===== src/rtl/windowed_velocity_smoother_macros.svh =====
// ----------------------------------------------------------------------------
// Windowed velocity smoother: assertion macros
// Implication checks shared by the controller and the datapath.
// ----------------------------------------------------------------------------
`ifndef WINDOWED_VELOCITY_SMOOTHER_MACROS_SVH
`define WINDOWED_VELOCITY_SMOOTHER_MACROS_SVH

// same-cycle implication, disabled while reset is asserted
`define WVS_ASSERT_SAME(label, clk, rst_n, pre, post, msg) \
	label: assert property (@(posedge clk) disable iff (!rst_n) (pre) |-> (post)) \
		else $error(msg);

// next-cycle implication, disabled while reset is asserted
`define WVS_ASSERT_NEXT(label, clk, rst_n, pre, post, msg) \
	label: assert property (@(posedge clk) disable iff (!rst_n) (pre) |=> (post)) \
		else $error(msg);

`endif


===== src/rtl/wvs_pkg.sv =====
// ----------------------------------------------------------------------------
// wvs_pkg
// Field widths, register indexes, reset values and the control/status
// bundles passed between controller and datapath.
// ----------------------------------------------------------------------------
package wvs_pkg;

	localparam int VEL_W    = 16;
	localparam int TIME_W   = 32;
	localparam int WIN_W    = 16;
	localparam int THR_W    = 15;
	localparam int MID_W    = 16;
	localparam int SHAPE_W  = 8;
	localparam int HGT_W    = 10;
	localparam int CFG_W    = 16;
	localparam int CFG_IX_W = 3;

	// stream payload widths
	localparam int IN_DATA_W  = 80;
	localparam int OUT_DATA_W = 96;

	// register indexes
	localparam logic [CFG_IX_W-1:0] REG_WINDOW    = 3'd0;
	localparam logic [CFG_IX_W-1:0] REG_THRESHOLD = 3'd1;
	localparam logic [CFG_IX_W-1:0] REG_MOTION_ID = 3'd2;
	localparam logic [CFG_IX_W-1:0] REG_SHAPE     = 3'd3;
	localparam logic [CFG_IX_W-1:0] REG_HGT_FRONT = 3'd4;
	localparam logic [CFG_IX_W-1:0] REG_HGT_REAR  = 3'd5;

	// register reset values
	localparam logic [WIN_W-1:0]   RST_WINDOW    = 16'd500;
	localparam logic [THR_W-1:0]   RST_THRESHOLD = 15'd5;
	localparam logic [MID_W-1:0]   RST_MOTION_ID = 16'd309;
	localparam logic [SHAPE_W-1:0] RST_SHAPE     = 8'd0;
	localparam logic [HGT_W-1:0]   RST_HGT_FRONT = 10'd60;
	localparam logic [HGT_W-1:0]   RST_HGT_REAR  = 10'd60;

	// controller to datapath
	typedef struct packed {
		logic capture;     // latch the incoming transaction
		logic drop;        // retire the oldest history entry
		logic append;      // write the new sample and add it to the sums
		logic div_start;   // start the three mean divisions
		logic avg_clear;   // zero result for a stop command
		logic avg_latch;   // take the division results
		logic out_load;    // load the output register
	} wvs_cmd_t;

	// datapath to controller
	typedef struct packed {
		logic is_stop;     // all three magnitudes below threshold
		logic aged;        // oldest entry lies outside the window
		logic full;        // history holds HISTORY_DEPTH entries
		logic div_busy;    // divisions still running
	} wvs_sts_t;

	// magnitude of a velocity, one bit wider so that the most negative value fits
	function automatic logic [VEL_W:0] vel_mag(input logic [VEL_W-1:0] v);
		logic [VEL_W:0] ext;
		ext = {v[VEL_W-1], v};
		return v[VEL_W-1] ? ((VEL_W+1)'(0) - ext) : ext;
	endfunction

endpackage


===== src/rtl/wvs_ctrl.sv =====
// ----------------------------------------------------------------------------
// wvs_ctrl
// Sequencer for one command: stop check, window pruning walk, append,
// division and hand-off to the output register.
// ----------------------------------------------------------------------------
`include "windowed_velocity_smoother_macros.svh"

module wvs_ctrl (
	input  logic              clk,
	input  logic              arst_n,
	input  logic              in_valid,
	output logic              in_ready,
	output logic              out_valid,
	input  logic              out_ready,
	input  wvs_pkg::wvs_sts_t sts,
	output wvs_pkg::wvs_cmd_t cmd
);
	import wvs_pkg::*;

	localparam logic [2:0] S_IDLE   = 3'd0;
	localparam logic [2:0] S_CHECK  = 3'd1;
	localparam logic [2:0] S_PRUNE  = 3'd2;
	localparam logic [2:0] S_WAIT   = 3'd3;
	localparam logic [2:0] S_APPEND = 3'd4;
	localparam logic [2:0] S_DIV    = 3'd5;
	localparam logic [2:0] S_DIVW   = 3'd6;
	localparam logic [2:0] S_EMIT   = 3'd7;

	logic [2:0] state_q;
	logic [2:0] state_nx;
	logic       stopped_q;
	logic       stopped_nx;
	logic       out_valid_q;
	logic       out_free;

	assign out_free = !out_valid_q || out_ready;
	assign in_ready = (state_q == S_IDLE);

	// next state and commands
	always_comb begin
		state_nx   = state_q;
		stopped_nx = stopped_q;
		cmd        = '0;
		unique case (state_q)
			S_IDLE: begin
				if (in_valid) begin
					cmd.capture = 1'b1;
					state_nx    = S_CHECK;
				end
			end
			S_CHECK: begin
				if (sts.is_stop) begin
					if (stopped_q) begin
						state_nx = S_IDLE;
					end else begin
						stopped_nx    = 1'b1;
						cmd.avg_clear = 1'b1;
						state_nx      = S_EMIT;
					end
				end else begin
					stopped_nx = 1'b0;
					state_nx   = S_PRUNE;
				end
			end
			S_PRUNE: begin
				if (sts.aged) begin
					cmd.drop = 1'b1;
					state_nx = S_WAIT;
				end else if (sts.full) begin
					cmd.drop = 1'b1;
					state_nx = S_APPEND;
				end else begin
					state_nx = S_APPEND;
				end
			end
			S_WAIT: begin
				// read port settles on the new oldest entry
				state_nx = S_PRUNE;
			end
			S_APPEND: begin
				cmd.append = 1'b1;
				state_nx   = S_DIV;
			end
			S_DIV: begin
				cmd.div_start = 1'b1;
				state_nx      = S_DIVW;
			end
			S_DIVW: begin
				if (!sts.div_busy) begin
					cmd.avg_latch = 1'b1;
					state_nx      = S_EMIT;
				end
			end
			S_EMIT: begin
				if (out_free) begin
					cmd.out_load = 1'b1;
					state_nx     = S_IDLE;
				end
			end
			default: state_nx = S_IDLE;
		endcase
	end

	// state, stop flag and output valid
	always_ff @(posedge clk or negedge arst_n) begin
		if (!arst_n) begin
			state_q     <= S_IDLE;
			stopped_q   <= 1'b0;
			out_valid_q <= 1'b0;
		end else begin
			state_q   <= state_nx;
			stopped_q <= stopped_nx;
			if (cmd.out_load)
				out_valid_q <= 1'b1;
			else if (out_ready)
				out_valid_q <= 1'b0;
		end
	end

	assign out_valid = out_valid_q;

	`WVS_ASSERT_SAME(a_no_overwrite, clk, arst_n, cmd.out_load, out_free, "result overwritten")
	`WVS_ASSERT_NEXT(a_div_runs, clk, arst_n, cmd.div_start, sts.div_busy, "division did not start")
	`WVS_ASSERT_NEXT(a_stop_once, clk, arst_n, (state_q == S_CHECK) && sts.is_stop && stopped_q, state_q == S_IDLE, "repeated stop produced work")

endmodule


===== config.mk =====
export PLATFORM = sky130hd
export DESIGN_NAME = wvs_ctrl
export DESIGN_NICKNAME = d
export VERILOG_FILES = /design/src/rtl/wvs_pkg.sv /design/src/rtl/wvs_ctrl.sv
export VERILOG_INCLUDE_DIRS = /design/src /design/src/rtl
export SDC_FILE = /design/constraint.sdc
export NUM_CORES = 1
export LEC_CHECK = 0
export ABC_CLOCK_PERIOD_IN_PS = 3100
export BUFFER_PORTS_ARGS = -buffer_cell sky130_fd_sc_hd__buf_2
export CAP_MARGIN = 20
export CELL_PAD_IN_SITES_DETAIL_PLACEMENT = 1
export CELL_PAD_IN_SITES_GLOBAL_PLACEMENT = 1
export CORE_MARGIN = 4
export CORE_UTILIZATION = 23
export DETAILED_ROUTE_END_ITERATION = 16
export GPL_ROUTABILITY_DRIVEN = 0
export PLACE_DENSITY_LB_ADDON = 0.1
export REMOVE_ABC_BUFFERS = 1
export SYNTH_ARGS = -nofsm -noshare
export SYNTH_HDL_FRONTEND = slang
export SYNTH_SLANG_ARGS = --single-unit

===== constraint.sdc =====
create_clock -name clk -period 3.1 [get_ports clk]
set_input_delay 0 -clock clk [delete_from_list [all_inputs] [get_ports clk]]
set_output_delay 0 -clock clk [all_outputs]
set_load 0.1 [all_outputs]

# Word-level counts from Yosys, hierarchy flattened
# Index checks and enable logic that the tools add are counted.
# word_totals
ff_bits,5
input_bits,8
output_inout_bits,9
# classes
n_eq_ne,10
n_mux,24
n_reduce_logical,5
# ops
op,count
$pmux 3 s8,1
$mux 3,6
$mux 1,17
$eq 3x3->1 const B,4
$eq 3x2->1 const B,2
$ne 2x2->1 const B,3
$eq 3x1->1 const B,1
$logic_not 3->1,1
$reduce_and 3->1,1
$reduce_bool 2->1,1
$logic_not 1->1,1
$logic_or 1x1->1,1

# Depth between registers and ports, before layout
# Gate-level depths: netlist of run 1.
# logic_depth
depth_word,5
ltp_mapped,4

# Worst setup path before layout of run 1
# OpenSTA, ideal clock, no wires.
# synth_path
path_kind,flip-flop to output port
startpoint,reg state_q[1]
endpoint,out cmd[6] (netlist name)
arrival_ns,3.613
path_slack_ns,-0.513
path_stages_with_launch,4
path_buffers,1
cell_sequence,dfrtp_1 > buf_6 > nor3_1 > and2_1
# synth_lines
item,line_no,rtl
start: declaration,wvs_ctrl.sv:29,logic [2:0] state_q;
start signal: assignment,wvs_ctrl.sv:111,state_q <= state_nx;
end: declaration,wvs_ctrl.sv:16,output wvs_pkg::wvs_cmd_t cmd

==> results.txt, run 1 <==
GRT Util Overall - 0.110
Multi-input logic area - 180 um^2
Core area - 0.00137 mm^2
Critical-path maximum fanout - 14
Crit path from - state_q[1]
CP Capture Type - output port
Final setup viols - 0
Pin count of the biggest net entering global routing - 15
Clock latency on the worst-skew pair - 0.24 ns
Layout area overhead - 30.0%
GR peak layer - met2
Global-route wire length before repair - 1640 um
Maximum buffer depth of the clock tree - 2
CP startpoint kind - flip-flop
Worst r2r src - state_q[1]
Max-Cap Viols - 0
Dpl hpwl - 737 um
Clock Skew - 0.00387 ns
FF-to-FF End - state_q[0]
Vias/cell - 5.01
Antenna-violating nets left - 0
TritonCTS clock tree - built
Initial Util - 0.256
CP Class - reg2out
Met3 usage - 0.0690
Via count - 371
Full die area - 0.00221 mm^2
Slew @ Worst Pin - 0.488 ns
Slew margin rel. - 0.677
Synth top area cells - dfrtp_1 (36%), a31oi_1 (7.1%), nor3_1 (7.1%), buf_6 (6.4%), nand2_1 (4.3%)
Post-Route WL - 914 um
Required @ worst endpoint - 3.10 ns
Yosys reg bits - 5
Sequential share of the synthesized area - 0.357
Slowest CP cell - dfrtp_1
Setup Fix Bufs, Post-CTS - 0
CP max stage delay - 0.52 ns
Reg clk slew, reported paths - 0.04 ns
Initial DRC count - 6
Synth area leader - dfrtp_1
Met1 Resource Use GR - 0.122
Final #Nets - 68
Reg area - 125 um^2
Vias in the first global route - 385
Fill count - 177
Met2 usage - 0.173
Synthesized cell area - 350 um^2
R2R cell count - 3
Port bufs - 16
Synth Instances - 41
Fraction of layout instances using a drive strength above 1 - 0.356
Drc violations - 0
Synth top cells by count - dfrtp_1 (5), nor3_1 (5), a31oi_1 (4), nand2_1 (4), inv_1 (3)
Count of pins over their slew limit - 0
CP delay by family, top - flip-flops
Die W - 47.0 um
CTS sink cnt - 5
TritonRoute pass-1 iters - 3
Final Critical Period - 1.69 ns
Utilization after layout - 0.333
Top_reg_cell synth - dfrtp_1
Yosys cell types - 21
WL/cell - 12.4 um
I/O pin count - 17
R2R setup slack - 1.85 ns
Mean Syn Cell Area - 8.54 um^2
Fmax - 0.592 GHz
Final Hold Vio Count - 0
Crit path cell chain - nor2_2 > nand2_1 > nor3b_1 > buf_2
Worst Setup EP - cmd[2]
TritonCTS buffer count - 3
Num rows - 13
Antenna Cells - 0
Post-synth EDFFs - 0
CP bufs+invs - 1
Yosys warning total - 0
Antenna violations before repair - 0
Height of the die - 47.0 um
Post-synth ARST share - 1.00
Max H-tree Level - 1
RSZ-0062 raised after global routing - no
Worst hold path class - in2reg
Post-CTS Resized - 0
Critical path depth - 4
Top-area cell type share of the netlist area - 0.357
CP Data Arrival Time - 1.69 ns
Hold-fix buffers at CTS - 1
Final period util - 0.544
Total congestion overflow - 0
Outcome - completed
Clock Tree Root - clkbuf_4
[logic make-up (layout without fill, tap and decap cells)]
group	after synthesis	after routing	synth area share
compound gates	9	9	0.189
buf+inv	7	25	0.129
flops	5	5	0.357
mux	1	1	0.0321
simple gates	19	19	0.293
[through the flow]
step / setup WS (ns) / std cells / hold WS, ns / TNS (ns) / cell area (um^2)
floorplan: -0.498 / 38 / -0.296 / -0.498 / 320
global placement: 1.72 / 69 / -0.181 / 0 / 419
detailed placement: 1.65 / 69 / -0.177 / 0 / 419
CTS: 1.37 / 74 / 0.0282 / 0 / 455
global route: 1.23 / 74 / 0.0439 / 0 / 455
finish: 1.41 / 74 / 0.0403 / 0 / 455
[cell usage in the layout (no fill, tap or decap)]
cell           Yosys  final
a211oi_1           1      1
a31oi_1            4      4
and2_1             2      2
and3_4             1      1
buf_2              0     16
clkbuf_1           0      1
clkbuf_4           0      3
clkinv_1           1      1
dfrtp_1            5      5
dlygate4sd3_1      0      1
inv_1              3      3
mux2_1             1      1
nand2_1            4      4
nand2b_1           1      1
nand3_1            1      1
nor2_1             2      2
nor2_2             1      1
nor2b_1            1      1
nor3_1             5      5
nor3b_1            1      1
o2111a_1           1      1
o22ai_1            2      2
o32a_1             1      1
[final cells by class]
class	count	area share
repair buffers	17	0.198
multi-input cells	29	0.396
flip-flops and latches	5	0.275
inverters	4	0.0330
clock buffers	4	0.0577
well taps	15	0.0412
[worst min path at each step]
| stage | start | end | cells after the start |
|---|---|---|---|
| floorplan | arst_n | out_valid | 0 |
| global placement | arst_n | out_valid | 1 |
| detailed placement | arst_n | out_valid | 1 |
| CTS | sts[3] | stopped_q | 2 |
| global route | sts[3] | stopped_q | 2 |
| finish | sts[3] | stopped_q | 2 |
[worst register-to-register path, stage by stage (launching register included)]
cell     delay [ns]
dfrtp_1        0.59
nor2_2         0.07
and3_4         0.19
o32a_1         0.28
[state kept, by name, summed over array words and instances, names as in the netlist]
| register | flops |
|---|---|
| out_valid | 1 |
| stopped_q | 1 |
| state_q | 3 |
[per-layer routing]
metal,wire length (um),vias up,part of all wire
met5,0,-,0
li1,-,183,-
met2,445,14,0.49
met4,0,0,0
met3,74,0,0.081
met1,394,174,0.43
Power of run 1 is not shown: default switching activity piles up to over one toggle a cycle in this logic, so the estimate is an artifact.
==> inputs of run 2 (changes only) <==
- ABC_CLOCK_PERIOD_IN_PS: 3100 -> 1600
- clock period: 3.1 -> 1.6 ns (I/O delays scaled with it)
==> results.txt, run 2 (synthesis gave the netlist of run 1 again) <==
Critical-path maximum fanout - 14
Worst hold path class - in2reg
Antenna Cells - 0
CP max stage delay - 0.50 ns
FF-to-FF End - state_q[0]
Vias/cell - 4.86
Final #Nets - 68
Pin count of the biggest net entering global routing - 15
TritonRoute pass-1 iters - 1
CP bufs+invs - 1
Hold depth - 2
Required @ worst endpoint - 1.60 ns
Num rows - 13
Max-Cap Viols - 0
CP Data Arrival Time - 1.48 ns
Setup ws final - 0.121 ns
R2R setup slack - 0.40 ns
Clock latency on the worst-skew pair - 0.24 ns
Worst r2r src - state_q[2]
Total congestion overflow - 0
Outcome - completed
Final setup viols - 0
Height of the die - 47.0 um
Final Hold Vio Count - 0
Global-route wire length before repair - 1510 um
CP Class - reg2out
Final Critical Period - 1.48 ns
CP startpoint kind - flip-flop
Clock Tree Root - clkbuf_4
Post-Route WL - 967 um
TritonCTS buffer count - 3
Hold Path Sink - stopped_q
Max H-tree Level - 1
CP Capture Type - output port
Final period util - 0.924
Antenna violations before repair - 0
Crit path cell chain - nor2_2 > nand2_1 > nor3b_2 > buf_12
R2R cell count - 3
Initial DRC count - 0
RSZ-0062 raised after global routing - no
Slowest CP cell - dfrtp_2
CTS sink cnt - 5
Max reg flops - 3
Setup TNS - 0 ns
Reg clk slew, reported paths - 0.05 ns
Vias in the first global route - 353
Die W - 47.0 um
Slew @ Worst Pin - 0.486 ns
Clock Skew - 0.00914 ns
Drc violations - 0
Largest Register - state_q
Dpl hpwl - 781 um
Hold path startpoint - sts[3]
TritonCTS clock tree - built
Count of pins over their slew limit - 0
Most frequent cells in the layout - buf_2 (10), buf_12 (6), nand2_1 (4), a31oi_1 (4)
Layout area overhead - 61.4%
CP delay by family, top - simple AND/OR/NAND/NOR gates
Commonest non-fill, non-tap cell in the layout - buf_2
Maximum buffer depth of the clock tree - 2
Initial Util - 0.256
WL/cell - 13.1 um
Via count - 360
GRT Util Overall - 0.0964
Fraction of layout instances using a drive strength above 1 - 0.475
Full die area - 0.00221 mm^2
Antenna-violating nets left - 0
Slew margin rel. - 0.678
Port bufs - 16
Setup Fix Bufs, Post-CTS - 0
I/O pin count - 17
Pre-CTS WS - 0.180 ns
Core area - 0.00137 mm^2
Fmax - 0.676 GHz
==> run 2: repair_timing <==
action                                 in CTS  in global routing
endpoints found under the hold margin       5                  0
setup endpoints to repair                   3                  7
gates cloned                                0                  0
pin swaps                                   0                  0
hold buffers                                1                  0
gates resized for setup                     1                  5
==> run 2: through the flow <==
stage / cell area [um^2] / hold slack [ns] / util / instances
3_5_place_dp: 509 / -0.178 / 0.373 / 69
2_1_floorplan: 320 / -0.296 / - / 38
6_report: 566 / 0.0340 / 0.414 / 74
3_3_place_gp: 509 / -0.180 / 0.373 / 69
4_1_cts: 552 / 0.0232 / 0.404 / 74
5_1_grt: 566 / 0.0356 / 0.414 / 74
==> run 2: cell type report <==
class / count / area [um^2]
timing repair buffer: 17 / 180
inverter: 4 / 15.0
tap: 15 / 18.8
fill: 163 / 801
clock buffer: 3 / 22.5
sequential: 5 / 129
clock inverter: 1 / 5.00
multi-input combinational: 29 / 195
==> run 2: worst max-delay path by stage <==
stage	from	end	cells after the start
floorplan	state_q[1]	cmd[6]	2
global placement	state_q[1]	cmd[2]	4
detailed placement	state_q[1]	cmd[2]	4
CTS	state_q[2]	cmd[3]	3
global route	state_q[1]	cmd[2]	4
finish	state_q[1]	cmd[2]	4
==> run 2: routing by layer <==
metal	global-route usage	part of all wire
met5	0	0
met4	0.0166	0
met3	0.0460	0.066
met2	0.157	0.52
met1	0.117	0.42
Power of run 2 is left out for the same reason.
==> inputs of run 3 (changes only) <==
- ABC_CLOCK_PERIOD_IN_PS: 1600 -> 1500
- clock period: 1.6 -> 1.5 ns (I/O delays scaled with it)
==> results.txt, run 3 (synthesis gave the netlist of run 1 again) <==
Count of pins over their slew limit - 0
Die W - 47.0 um
Total congestion overflow - 0
Final setup viols - 0
CP Capture Type - output port
Vias/cell - 5.04
Via count - 403
CP Class - reg2out
Worst r2r src - state_q[1]
Initial Util - 0.256
Final Hold Slack - 0.0323 ns
CP max stage delay - 0.47 ns
Pin count of the biggest net entering global routing - 15
CP startpoint kind - flip-flop
Height of the die - 47.0 um
Initial DRC count - 3
Max reg flops - 3
CTS sink cnt - 5
Post-Route WL - 1180 um
Final Critical Period - 1.43 ns
WL/cell - 14.8 um
Final #Nets - 74
Clock latency on the worst-skew pair - 0.24 ns
Port bufs - 16
Largest Register - state_q
Final period util - 0.952
Clock Tree Root - clkbuf_4
Slew margin rel. - 0.680
TritonRoute pass-1 iters - 3
Full die area - 0.00221 mm^2
Slew @ Worst Pin - 0.483 ns
Slowest CP cell - dfrtp_2
Final Hold Vio Count - 0
I/O pin count - 17
Reg clk slew, reported paths - 0.05 ns
Fraction of layout instances using a drive strength above 1 - 0.508
GRT Util Overall - 0.120
Cells after DPL - 70
Global-route wire length before repair - 1820 um
Layout area overhead - 83.9%
Num rows - 13
Dpl hpwl - 879 um
Crit path from - state_q[2]
Final cell count without fillers - 80
RSZ-0062 raised after global routing - yes
Max-Cap Viols - 0
Maximum buffer depth of the clock tree - 2
Post-route cell area - 644 um^2
Most frequent cells in the layout - buf_2 (8), buf_12 (8), buf_4 (6)
Drc violations - 0
Antenna Cells - 0
Cell Area, Placed - 547 um^2
Setup ws final - 0.0723 ns
Required @ worst endpoint - 1.50 ns
Antenna-violating nets left - 0
Clock Skew - 0.0000768 ns
Outcome - completed
TritonCTS buffer count - 3
Worst hold path class - in2reg
Max H-tree Level - 1
Vias in the first global route - 397
Hold path startpoint - sts[3]
Critical-path maximum fanout - 8
Fmax - 0.700 GHz
Antenna violations before repair - 0
Pre-CTS WS - 0.0733 ns
Core area - 0.00137 mm^2
CP Data Arrival Time - 1.43 ns
Crit path cell chain - clkinv_1 > nor3_2 > buf_12
TritonCTS clock tree - built
-- run 3: changes by cell type in the layout (fill, tap and decap cells not counted), sizes merged --
cell and delta:
buf +6, clkbuf +1, clkinv -1
-- run 3: repair_timing --
item                       in CTS  in global routing
pin swaps                       0                  1
hold buffers                    1                  0
gates resized for setup         6                  1
setup endpoints to repair       5                  1
hold endpoints to repair        5                  0
setup buffers                   0                  5
-- run 3: worst max-delay path, delay by kind of cell (launching register included) --
kind	cells	cell delay [ns]
flip-flops	1	0.47
buffers and inverters	2	0.41
AND/OR/NAND/NOR	1	0.30
-- run 3: cell type report --
type                            count  area (um^2)
Fill cell                         170          722
Tap cell                           15         18.8
Timing Repair Buffer               23          255
Inverter                            4         15.0
Sequential cell                     5          129
Clock buffer                        4         26.3
Multi-Input combinational cell     29          200
-- run 3: worst paths after layout --
kind                       cells after the start    endpoint  slack [ns]
max in group asynchronous                      2  state_q[1]        1.24
min                                            2   stopped_q        0.03
max reg2reg                                    3  state_q[0]        0.29
min reg2reg                                    2   out_valid        0.53
max                                            3      cmd[3]        0.07
min in group asynchronous                      2  state_q[0]        0.11
-- run 3: metal layers --
layer	share of wire	wire (um)	vias up	GRT usage
met2	0.50	596	10	0.203
met1	0.43	512	197	0.130
met3	0.063	74	0	0.0728
met5	0	0	-	0
met4	0	0	0	0.0166
li1	-	-	196	-
-- run 3: through the flow --
stage,util,TNS (ns)
floorplan,-,-10.36
CTS,0.440,0
finish,0.472,0
global placement,0.400,0
global route,0.472,-0.0167
detailed placement,0.400,0
Power of run 3 is left out for the same reason.
